<file path="src/ipv6tap_pkg.sv">
package ipv6tap_pkg;

    localparam int CHAR_W   = 8;
    localparam int GROUP_W  = 16;
    localparam int COUNT_W  = 16;
    localparam int INDEX_W  = 3;
    localparam int HALF_W   = 64;
    localparam int STORED_GROUPS = 7;
    localparam int APB_ADDR_W = 3;
    localparam int APB_DATA_W = 32;
    localparam int OUT_DATA_W = 2 * HALF_W + COUNT_W;

    localparam logic [INDEX_W-1:0]  LAST_GROUP = 3'd7;
    localparam logic [COUNT_W-1:0]  COUNT_MAX  = 16'hFFFF;
    localparam logic [CHAR_W-1:0]   SEP_RESET  = 8'd58;
    localparam logic [0:0]          REG_SEPARATOR = 1'b0;

    typedef struct packed {
        logic       is_hex;
        logic [3:0] value;
    } hex_t;

    typedef struct packed {
        logic                   valid;
        logic                   success;
        logic [HALF_W-1:0]      addr_high;
        logic [HALF_W-1:0]      addr_low;
        logic [COUNT_W-1:0]     length;
    } result_t;

    function automatic hex_t hex_digit(input logic [CHAR_W-1:0] c);
        hex_t h;
        h.is_hex = 1'b0;
        h.value  = 4'd0;
        if (c >= 8'h30 && c <= 8'h39) begin
            h.is_hex = 1'b1;
            h.value  = 4'(c - 8'h30);
        end else if (c >= 8'h61 && c <= 8'h66) begin
            h.is_hex = 1'b1;
            h.value  = 4'(c - 8'h57);
        end else if (c >= 8'h41 && c <= 8'h46) begin
            h.is_hex = 1'b1;
            h.value  = 4'(c - 8'h37);
        end
        return h;
    endfunction

endpackage

</file>
<file path="src/ipv6tap_parse_core.sv">
module ipv6tap_parse_core (
    input  logic                             aclk,
    input  logic                             aresetn,
    input  logic                             in_fire,
    input  logic [ipv6tap_pkg::CHAR_W-1:0]   in_char,
    input  logic                             in_start,
    input  logic [ipv6tap_pkg::CHAR_W-1:0]   separator,
    output ipv6tap_pkg::result_t             result
);

    logic [ipv6tap_pkg::GROUP_W-1:0] value_reg, value_next;
    logic                            overflow_reg, overflow_next;
    logic                            has_digit_reg, has_digit_next;
    logic [ipv6tap_pkg::INDEX_W-1:0] index_reg, index_next;
    logic [ipv6tap_pkg::COUNT_W-1:0] count_reg, count_next;
    logic                            active_reg, active_next;
    logic [ipv6tap_pkg::GROUP_W-1:0] groups_reg [0:ipv6tap_pkg::STORED_GROUPS-1];

    logic [ipv6tap_pkg::GROUP_W-1:0] cur_value;
    logic                            cur_overflow;
    logic                            cur_has_digit;
    logic [ipv6tap_pkg::INDEX_W-1:0] cur_index;
    logic [ipv6tap_pkg::COUNT_W-1:0] cur_count;
    logic [ipv6tap_pkg::COUNT_W-1:0] count_inc;
    logic                            cur_active;
    logic                            store_group;
    ipv6tap_pkg::hex_t               hex;

    assign hex = ipv6tap_pkg::hex_digit(in_char);

    always_comb begin
        cur_value     = in_start ? '0 : value_reg;
        cur_overflow  = in_start ? 1'b0 : overflow_reg;
        cur_has_digit = in_start ? 1'b0 : has_digit_reg;
        cur_index     = in_start ? '0 : index_reg;
        cur_count     = in_start ? '0 : count_reg;
        cur_active    = in_start | active_reg;
        count_inc     = (cur_count == ipv6tap_pkg::COUNT_MAX) ? cur_count
                                                              : cur_count + 1'b1;

        value_next     = value_reg;
        overflow_next  = overflow_reg;
        has_digit_next = has_digit_reg;
        index_next     = index_reg;
        count_next     = count_reg;
        active_next    = active_reg;
        store_group    = 1'b0;

        result.valid     = 1'b0;
        result.success   = 1'b0;
        result.addr_high = {groups_reg[0], groups_reg[1], groups_reg[2], groups_reg[3]};
        result.addr_low  = {groups_reg[4], groups_reg[5], groups_reg[6], cur_value};
        result.length    = cur_count;

        if (in_fire && cur_active) begin
            value_next     = cur_value;
            overflow_next  = cur_overflow;
            has_digit_next = cur_has_digit;
            index_next     = cur_index;
            count_next     = cur_count;
            active_next    = 1'b1;
            if (hex.is_hex) begin
                overflow_next  = cur_overflow | (cur_value[15:12] != 4'd0);
                value_next     = {cur_value[11:0], hex.value};
                has_digit_next = 1'b1;
                count_next     = count_inc;
            end else if (!cur_has_digit || cur_overflow) begin
                result.valid = 1'b1;
                active_next  = 1'b0;
            end else if (cur_index == ipv6tap_pkg::LAST_GROUP) begin
                result.valid   = 1'b1;
                result.success = 1'b1;
                active_next    = 1'b0;
            end else if (in_char != separator) begin
                result.valid = 1'b1;
                active_next  = 1'b0;
            end else begin
                store_group    = 1'b1;
                count_next     = count_inc;
                index_next     = cur_index + 1'b1;
                value_next     = '0;
                overflow_next  = 1'b0;
                has_digit_next = 1'b0;
            end
        end

        if (!result.success) begin
            result.addr_high = '0;
            result.addr_low  = '0;
            result.length    = '0;
        end
    end

    always_ff @(posedge aclk) begin
        if (!aresetn) begin
            value_reg     <= '0;
            overflow_reg  <= 1'b0;
            has_digit_reg <= 1'b0;
            index_reg     <= '0;
            count_reg     <= '0;
            active_reg    <= 1'b0;
        end else begin
            value_reg     <= value_next;
            overflow_reg  <= overflow_next;
            has_digit_reg <= has_digit_next;
            index_reg     <= index_next;
            count_reg     <= count_next;
            active_reg    <= active_next;
        end
    end

    always_ff @(posedge aclk) begin
        if (store_group) begin
            groups_reg[cur_index] <= cur_value;
        end
    end

endmodule

</file>
<file path="src/ipv6_text_address_parser_unit.sv">
// A parse result is registered in the output register, or in the skid stage while m_tvalid stalls.
// Throughput: one character per cycle while the skid stage is empty; the output register and a
// one-entry skid stage keep the input side moving while a result waits for m_tready.
// Reset: aresetn is synchronous and active low; it drops any parse in progress, empties the
// output stages and sets the separator back to a colon.
module ipv6_text_address_parser_unit (
    input  logic                                  aclk,
    input  logic                                  aresetn,
    input  logic                                  s_tvalid,
    output logic                                  s_tready,
    input  logic [7:0]                            s_tdata,   // [7:0] char_code
    input  logic                                  s_tuser,   // [0] start_flag
    output logic                                  m_tvalid,
    input  logic                                  m_tready,
    // [63:0] address_high, [127:64] address_low, [143:128] consumed_length
    output logic [ipv6tap_pkg::OUT_DATA_W-1:0]    m_tdata,
    output logic                                  m_tuser,   // [0] success
    input  logic                                  psel,
    input  logic                                  penable,
    input  logic                                  pwrite,
    input  logic [ipv6tap_pkg::APB_ADDR_W-1:0]    paddr,
    input  logic [ipv6tap_pkg::APB_DATA_W-1:0]    pwdata,
    output logic [ipv6tap_pkg::APB_DATA_W-1:0]    prdata,
    output logic                                  pready
);

    logic [ipv6tap_pkg::CHAR_W-1:0]     separator_reg;
    logic                               in_fire;
    ipv6tap_pkg::result_t               result;
    logic                               out_fire;

    logic                               m_valid_reg;
    logic                               m_success_reg;
    logic [ipv6tap_pkg::OUT_DATA_W-1:0] m_data_reg;
    logic                               skid_valid_reg;
    logic                               skid_success_reg;
    logic [ipv6tap_pkg::OUT_DATA_W-1:0] skid_data_reg;
    logic [ipv6tap_pkg::OUT_DATA_W-1:0] result_data;

    assign pready = 1'b1;
    assign prdata = (paddr[2] == ipv6tap_pkg::REG_SEPARATOR)
                  ? {{(ipv6tap_pkg::APB_DATA_W-ipv6tap_pkg::CHAR_W){1'b0}}, separator_reg}
                  : '0;

    always_ff @(posedge aclk) begin
        if (!aresetn) begin
            separator_reg <= ipv6tap_pkg::SEP_RESET;
        end else if (psel && penable && pwrite && pready
                     && paddr[2] == ipv6tap_pkg::REG_SEPARATOR) begin
            separator_reg <= pwdata[ipv6tap_pkg::CHAR_W-1:0];
        end
    end

    assign s_tready = !skid_valid_reg;
    assign in_fire  = s_tvalid && s_tready;

    ipv6tap_parse_core u_core (
        .aclk      (aclk),
        .aresetn   (aresetn),
        .in_fire   (in_fire),
        .in_char   (s_tdata),
        .in_start  (s_tuser),
        .separator (separator_reg),
        .result    (result)
    );

    assign result_data = {result.length, result.addr_low, result.addr_high};
    assign out_fire    = m_valid_reg && m_tready;

    always_ff @(posedge aclk) begin
        if (!aresetn) begin
            m_valid_reg    <= 1'b0;
            skid_valid_reg <= 1'b0;
        end else if (skid_valid_reg) begin
            if (out_fire) begin
                m_valid_reg    <= 1'b1;
                skid_valid_reg <= 1'b0;
            end
        end else if (!m_valid_reg || out_fire) begin
            m_valid_reg <= result.valid;
        end else if (result.valid) begin
            skid_valid_reg <= 1'b1;
        end
    end

    always_ff @(posedge aclk) begin
        if (skid_valid_reg) begin
            if (out_fire) begin
                m_data_reg    <= skid_data_reg;
                m_success_reg <= skid_success_reg;
            end
        end else if (!m_valid_reg || out_fire) begin
            m_data_reg    <= result_data;
            m_success_reg <= result.success;
        end else begin
            skid_data_reg    <= result_data;
            skid_success_reg <= result.success;
        end
    end

    assign m_tvalid = m_valid_reg;
    assign m_tdata  = m_data_reg;
    assign m_tuser  = m_success_reg;

endmodule

</file>
<file path="config.mk">
export PLATFORM = sky130hd
export DESIGN_NAME = ipv6_text_address_parser_unit
export DESIGN_NICKNAME = d
export VERILOG_FILES = /design/src/ipv6tap_pkg.sv /design/src/ipv6tap_parse_core.sv /design/src/ipv6_text_address_parser_unit.sv
export SDC_FILE = /design/constraint.sdc
export NUM_CORES = 1
export LEC_CHECK = 0
export ABC_AREA = 0
export BUFFER_PORTS_ARGS = -buffer_cell sky130_fd_sc_hd__clkbuf_2
export CAP_MARGIN = 0
export CORE_ASPECT_RATIO = 0.9
export CORE_MARGIN = 2
export CORE_UTILIZATION = 58
export CTS_BUF_LIST = sky130_fd_sc_hd__clkbuf_16
export CTS_CLUSTER_DIAMETER = 60
export DETAILED_ROUTE_END_ITERATION = 7
export PLACE_DENSITY = 0.8
export SYNTH_ARGS = -nofsm -noshare
export SYNTH_HDL_FRONTEND = slang
export SYNTH_SLANG_ARGS = --single-unit
</file>
<file path="constraint.sdc">
create_clock -name aclk -period 15.6 [get_ports aclk]
set_clock_uncertainty 0.1 [all_clocks]
set_input_delay 0.78 -clock aclk [delete_from_list [all_inputs] [get_ports aclk]]
set_output_delay 0.78 -clock aclk [all_outputs]
set_load 0.02 [all_outputs]
</file>
# After elaboration in Yosys (flattened, before gate mapping)
# Memories as Yosys holds them, arrays and structs flattened.
# Index checks and enable logic that the tools add are counted.
dict set report op_classes {
  n_addsub 5
  mul 0
  n_div 0
  n_lt_le_gt_ge 6
  n_eq_ne 4
  shift 0
  muxes 59
  bitwise 5
  n_reduce_logical 18
}
# op count
set ops {}
lappend ops {{144-bit two-way mux} 4}
lappend ops {{16-bit two-way mux} 11}
lappend ops {{1-bit two-way mux} 33}
lappend ops {{16-bit by 1-bit adder with 16-bit output (second input constant)} 1}
lappend ops {{16-bit == test (second input constant)} 1}
lappend ops {{8-bit by 7-bit greater-or-equal comparator with 1-bit output (second input constant)} 2}
lappend ops {{8-bit by 7-bit less-or-equal comparator with 1-bit output (second input constant)} 2}
lappend ops {{3-bit two-way mux} 5}
lappend ops {{5-bit two-way mux} 3}
lappend ops {{1-bit logical AND} 9}
lappend ops {{8-bit by 6-bit greater-or-equal comparator with 1-bit output (second input constant)} 1}
lappend ops {{8-bit by 6-bit less-or-equal comparator with 1-bit output (second input constant)} 1}
lappend ops {{8-bit two-way mux} 1}
lappend ops {{8-bit inequality test} 1}
lappend ops {{4-bit by 3-bit subtractor with 4-bit output (second input constant)} 2}
lappend ops {{2-bit two-way mux} 2}
lappend ops {{2-bit AND reduction} 2}
lappend ops {{4-bit nonzero test} 1}
lappend ops {{4-bit by 1-bit subtractor with 4-bit output (second input constant)} 1}
lappend ops {{3-bit by 1-bit adder with 3-bit output (second input constant)} 1}
lappend ops {{3-bit == test (second input constant)} 1}
lappend ops {{1-bit zero test} 3}
lappend ops {{1-bit inverter} 3}
lappend ops {{1-bit logical OR} 2}
lappend ops {{other kinds (3)} 4}
dict set report word_totals {
  register_bits 338
  latch_bits 0
  mem_bits_rw 112
  mem_bits_ro 0
  in_bits 51
  output_inout_bits 180
  word_cells 111
  mem_count 1
}
# name words word_bits read_ports rd_clocked_by_memory_dff write_ports line
set memory_table {}
lappend memory_table {u_core.groups_reg 7 16 7 0 1 ipv6tap_parse_core.sv:17} ;# logic [ipv6tap_pkg::GROUP_W-1:0] groups_reg [0:ipv6tap_pkg::STORED_GROUPS-1];

# Longest topological paths before layout
dict set report depth {
  depth_word 10
  mapped_depth 12
  ltp_nobuf 8
}

# Hierarchy
# A second synthesis with hierarchy kept.
dict set report unflattened {
  cells_unflattened 1086
  hier_area_um2 18191.2
}
# mod n_inst cells_each area_each_um2 seq_area_each_um2
set by_module_without_submodules {}
lappend by_module_without_submodules {ipv6_text_address_parser_unit 1 531 11499.8 8908.5}
lappend by_module_without_submodules {ipv6tap_parse_core 1 555 6691.4 4124.0}

# Worst setup path after synthesis
# Ideal clock, no wire load.
dict set report synth_timing {
  path_kind {register -> register}
  startpoint {register skid_valid_reg}
  endpoint {register m_data_reg, in the netlist m_tdata[0], enable pin}
  setup_time_ps 853
  arrival_ps 10788
  required_ps 14647
  setup_slack_ps 3859
  path_stages_with_launch 4
  path_buffers 2
  period_less_slack_ps 11741
  path_cell_list {dfxtp_1 clkbuf_1 clkbuf_1 o21ai_0}
}
dict set report synth_via {
  elab_chain_len 2
  elab_cells_between_ends 3
  classes_between {1 x eq/ne; 2 x reduce/logical}
}
# item line
set synth_rtl {}
lappend synth_rtl {{from (decl)} ipv6_text_address_parser_unit.sv:35} ;# logic skid_valid_reg;
lappend synth_rtl {{from (signal assigned)} ipv6_text_address_parser_unit.sv:73} ;# skid_valid_reg <= 1'b0;
lappend synth_rtl {{from (signal assigned)} ipv6_text_address_parser_unit.sv:77} ;# skid_valid_reg <= 1'b0;
lappend synth_rtl {{from (signal assigned)} ipv6_text_address_parser_unit.sv:82} ;# skid_valid_reg <= 1'b1;
lappend synth_rtl {{2-bit inequality test (no source line) or 2-bit nonzero test (tied branches)} -}
lappend synth_rtl {{2-bit AND reduction (no source line) (*)} -}
lappend synth_rtl {{to (signal assigned)} ipv6_text_address_parser_unit.sv:89} ;# m_data_reg <= skid_data_reg;
lappend synth_rtl {{to (signal assigned)} ipv6_text_address_parser_unit.sv:93} ;# m_data_reg <= result_data;
lappend synth_rtl {{to (decl)} ipv6_text_address_parser_unit.sv:34} ;# logic [ipv6tap_pkg::OUT_DATA_W-1:0] m_data_reg;
# Every way passes the cells marked *; elsewhere a longest branch is shown, timed or not.
# A chain may end at the register's enable or synchronous reset.

# Worst setup path in the final report
dict set report layout_timing {
  startpoint {register skid_valid_reg}
  endpoint {register m_data_reg, in the netlist m_tdata[31], data pin}
}
dict set report layout_via {
  elab_chain_len 7
}
# item line
set layout_rtl {}
lappend layout_rtl {{1-bit zero test} ipv6_text_address_parser_unit.sv:54} ;# assign s_tready = !skid_valid_reg;
lappend layout_rtl {{1-bit logical AND} ipv6_text_address_parser_unit.sv:55} ;# assign in_fire = s_tvalid && s_tready;
lappend layout_rtl {{1-bit logical AND} ipv6tap_parse_core.sv:55} ;# if (in_fire && cur_active) begin
lappend layout_rtl {{2-bit two-way mux} ipv6tap_parse_core.sv:55}
lappend layout_rtl {{144-bit two-way mux} ipv6tap_parse_core.sv:87} ;# if (!result.success) begin
lappend layout_rtl {{144-bit two-way mux} ipv6_text_address_parser_unit.sv:92} ;# end else if (!m_valid_reg || out_fire) begin
lappend layout_rtl {{144-bit two-way mux (*)} ipv6_text_address_parser_unit.sv:87} ;# if (skid_valid_reg) begin
# Every way passes the cells marked *; elsewhere a longest branch is shown, timed or not. The select of a mux whose other input is x is not followed.

==> out/qor.yml <==
critPathTopFamily: "buffers and inverters"
clk_pin_slew_ps: 60
fin_crit_ps: 4640
fmax_ghz: 0.215
fp.dieH_um: 170
gp_congestion: 0.860
grt_max_degree: 169
place_area_um2: 18800
grt_usage_pct: 22.9
cp.required_ps: 15880
arrival_ps: 4920
cts_buffer_depth: 3
die_w_um: 188
holdWs_ps: 340
first_iter_violations: 1220
cp_slowest_cell: "buf_4"
rsz0062_at_grt: "no"
synthCells: 1165
drcViolationCount: 0
drive_gt1_share_pct: 19.9
relSlewSlack_pct: 8.09
first_global_vias: 9784
cts-resized-gates: 0
wl_um: 36800
multi_input_area_um2: 4210
fillers: 2050
synth-seq-area-share_pct: 73.4
synth_cell_type_count: 58
syn2layout_area_growth_pct: 13.7
ant_nets: 0
wl_per_cell_um: 20.9
worstMarginPinSlew_ps: 1380
status: "finished, final reports clean"
cts_setup_buffers: 0
worstPathCellList: "nor2b_1 -> and3b_1 -> nand3_1 -> or2_2 -> inv_6 -> buf_4 -> a22o_1"
via_per_inst: 5.84
synth-seq-cells: 450
dp_hpwl_um: 22000
syn_area_per_cell_um2: 15.2
core-area_um2: 30000
finalInstanceArea_um2: 20200
synth_warnings: 0
finalCritPeriodShare_pct: 29.8
io-pin-count: 231
worstPathMaxFanout: 168
crit_buf_inv: 2
port_buffers: 179
max-vdd-ir-drop_uv: 79.7
hold_buffers: 0
async_reset_ff_share_pct: 0
slowest_delay_ps: 900
fp-row-count: 60
fin_nets: 1387
cts_max_level: 2
cts_tree: "done"
cap_violations: 0
ff_latch_area_um2: 13000
synth_ff_type: "edfxtp_1"
dieArea_um2: 32000
grt_pass1_wl_um: 56200
powerDensity_nw_per_um2: 122
hold_viol_final: 0
cts_made_buffers: 43
cts_root_buf: "clkbuf_16"
antenna_found_initial: 0
syn_area_um2: 17800
drtPass1Iterations: 7
power_leakage_nw: 7.92
num_vias: 10300
clk_latency_ps: 550
holdCritPathClass: "primary input to flop"
critical_path_class: "flop to flop"
end_kind: "flop"
grt_overflow_total: 0
start_util_pct: 59.1
clock_sinks: 450
synth-edff-count: 402
timing.final.max_slew_violations: 0
finalSetupTns_ps: 0
finalSetupViolations: 0
n_antenna_cell: 0
cp-start-kind: "flop"
path summary, 6_finish.rpt:
path	start	to	slack [ps]	depth (start not counted)
setup / recovery	skid_valid_reg	m_tdata[31]	10960	7
hold reg to reg	u_core.overflow_reg	u_core.overflow_reg	370	2
setup reg to reg	skid_valid_reg	m_tdata[31]	10960	7
hold / removal	pwdata[5]	separator_reg[5]	340	3
stage by stage:
stage | util (%) | std cells | worst slack (ps) | power (mW)
2_1_floorplan | - | 1188 | 3860 | 1.47
3_3_place_gp | 62.8 | 1687 | 10810 | 1.50
3_5_place_dp | 62.8 | 1687 | 10730 | 1.50
4_1_cts | 67.2 | 1766 | 11070 | 2.47
5_1_grt | 67.2 | 1766 | 10670 | 2.53
6_report | 67.2 | 1766 | 10960 | 2.46
final cells by class:
class                           instances  share of cell area (%)
Tap cell                              403                    2.50
Clock buffer                           44                    5.45
Clock inverter                         35                    1.19
Inverter                               13                   0.267
Multi-Input combinational cell        622                    20.8
Sequential cell                       450                    64.6
Timing Repair Buffer                  199                    5.18
worst reg2reg max path, delay by kind of cell, from the launching register on:
family	cells	cell delay [ps]
AOI/OAI and AO/OA	1	360
buffers and inverters	2	1770
DFF	1	600
and+or+nand+nor	4	1650
routing by layer:
layer	global-route usage [%]	vias up	wire length [um]
met1	31.8	5063	15600
met3	4.00	69	2750
met5	0	-	0
met2	37.0	458	17500
li1	-	4717	-
met4	7.57	0	1050
cell families (layout without fill, tap and decap cells):
group / count (synthesis) / count (layout) / synth area share [%]
xor+xnor: 8 / 8 / 0.395
flops: 450 / 450 / 73.4
buf+inv: 116 / 291 / 3.70
fa+ha+maj: 7 / 7 / 0.493
compound gates: 231 / 231 / 10.5
mux: 13 / 13 / 0.733
other cells: 2 / 25 / 0.0423
simple gates: 338 / 338 / 10.8
synthesized netlist by cell type (all sizes together), types with 3 or more instances:
| cell | number | share of area, % |
|---|---|---|
| ha | 7 | 0.49 |
| mux2i | 13 | 0.73 |
| a2111oi | 8 | 0.39 |
| a211o | 3 | 0.15 |
| and2 | 142 | 5.0 |
| nand3 | 43 | 1.2 |
| o211ai | 3 | 0.13 |
| buf | 56 | 2.4 |
| nand4b | 4 | 0.20 |
| nor3 | 8 | 0.25 |
| a32oi | 11 | 0.54 |
| inv | 12 | 0.25 |
| a21oi | 26 | 0.73 |
| edfxtp | 402 | 68 |
| a211oi | 8 | 0.34 |
| a22o | 140 | 6.9 |
| or4 | 3 | 0.15 |
| o21ai | 14 | 0.46 |
| nor2b | 26 | 0.92 |
| xor2 | 8 | 0.39 |
| nand2 | 66 | 1.4 |
| nand4 | 9 | 0.32 |
| clkbuf | 47 | 0.99 |
| dfxtp | 48 | 5.4 |
| a31oi | 6 | 0.21 |
| nand2b | 10 | 0.35 |
| and3 | 3 | 0.11 |
| nor2 | 9 | 0.19 |
placed cells by master (no fill, tap or decap), types with 6 or more instances in the layout:
cell,instances
dfxtp_1,47
nand2_1,66
o21ai_0,11
clkbuf_2,179
edfxtp_1,402
a31oi_1,6
a21oi_1,25
clkinv_1,12
nand3_1,43
a32oi_1,11
nand4_1,9
clkbuf_16,44
mux2i_1,13
inv_1,24
a211oi_1,8
nor2b_1,26
ha_1,7
nand2b_1,10
xor2_1,8
conb_1,25
nor2_1,9
a22o_1,140
buf_4,20
nor3_2,6
and2_1,142
a2111oi_0,8
report_power, final:
group | internal, mW | switching, mW | total (mW)
sequential | 1.34 | 0.0148 | 1.35
clock | 0.561 | 0.427 | 0.987
combinational | 0.0291 | 0.0929 | 0.122
No activity file was read; power rests on OpenSTA's default activity.
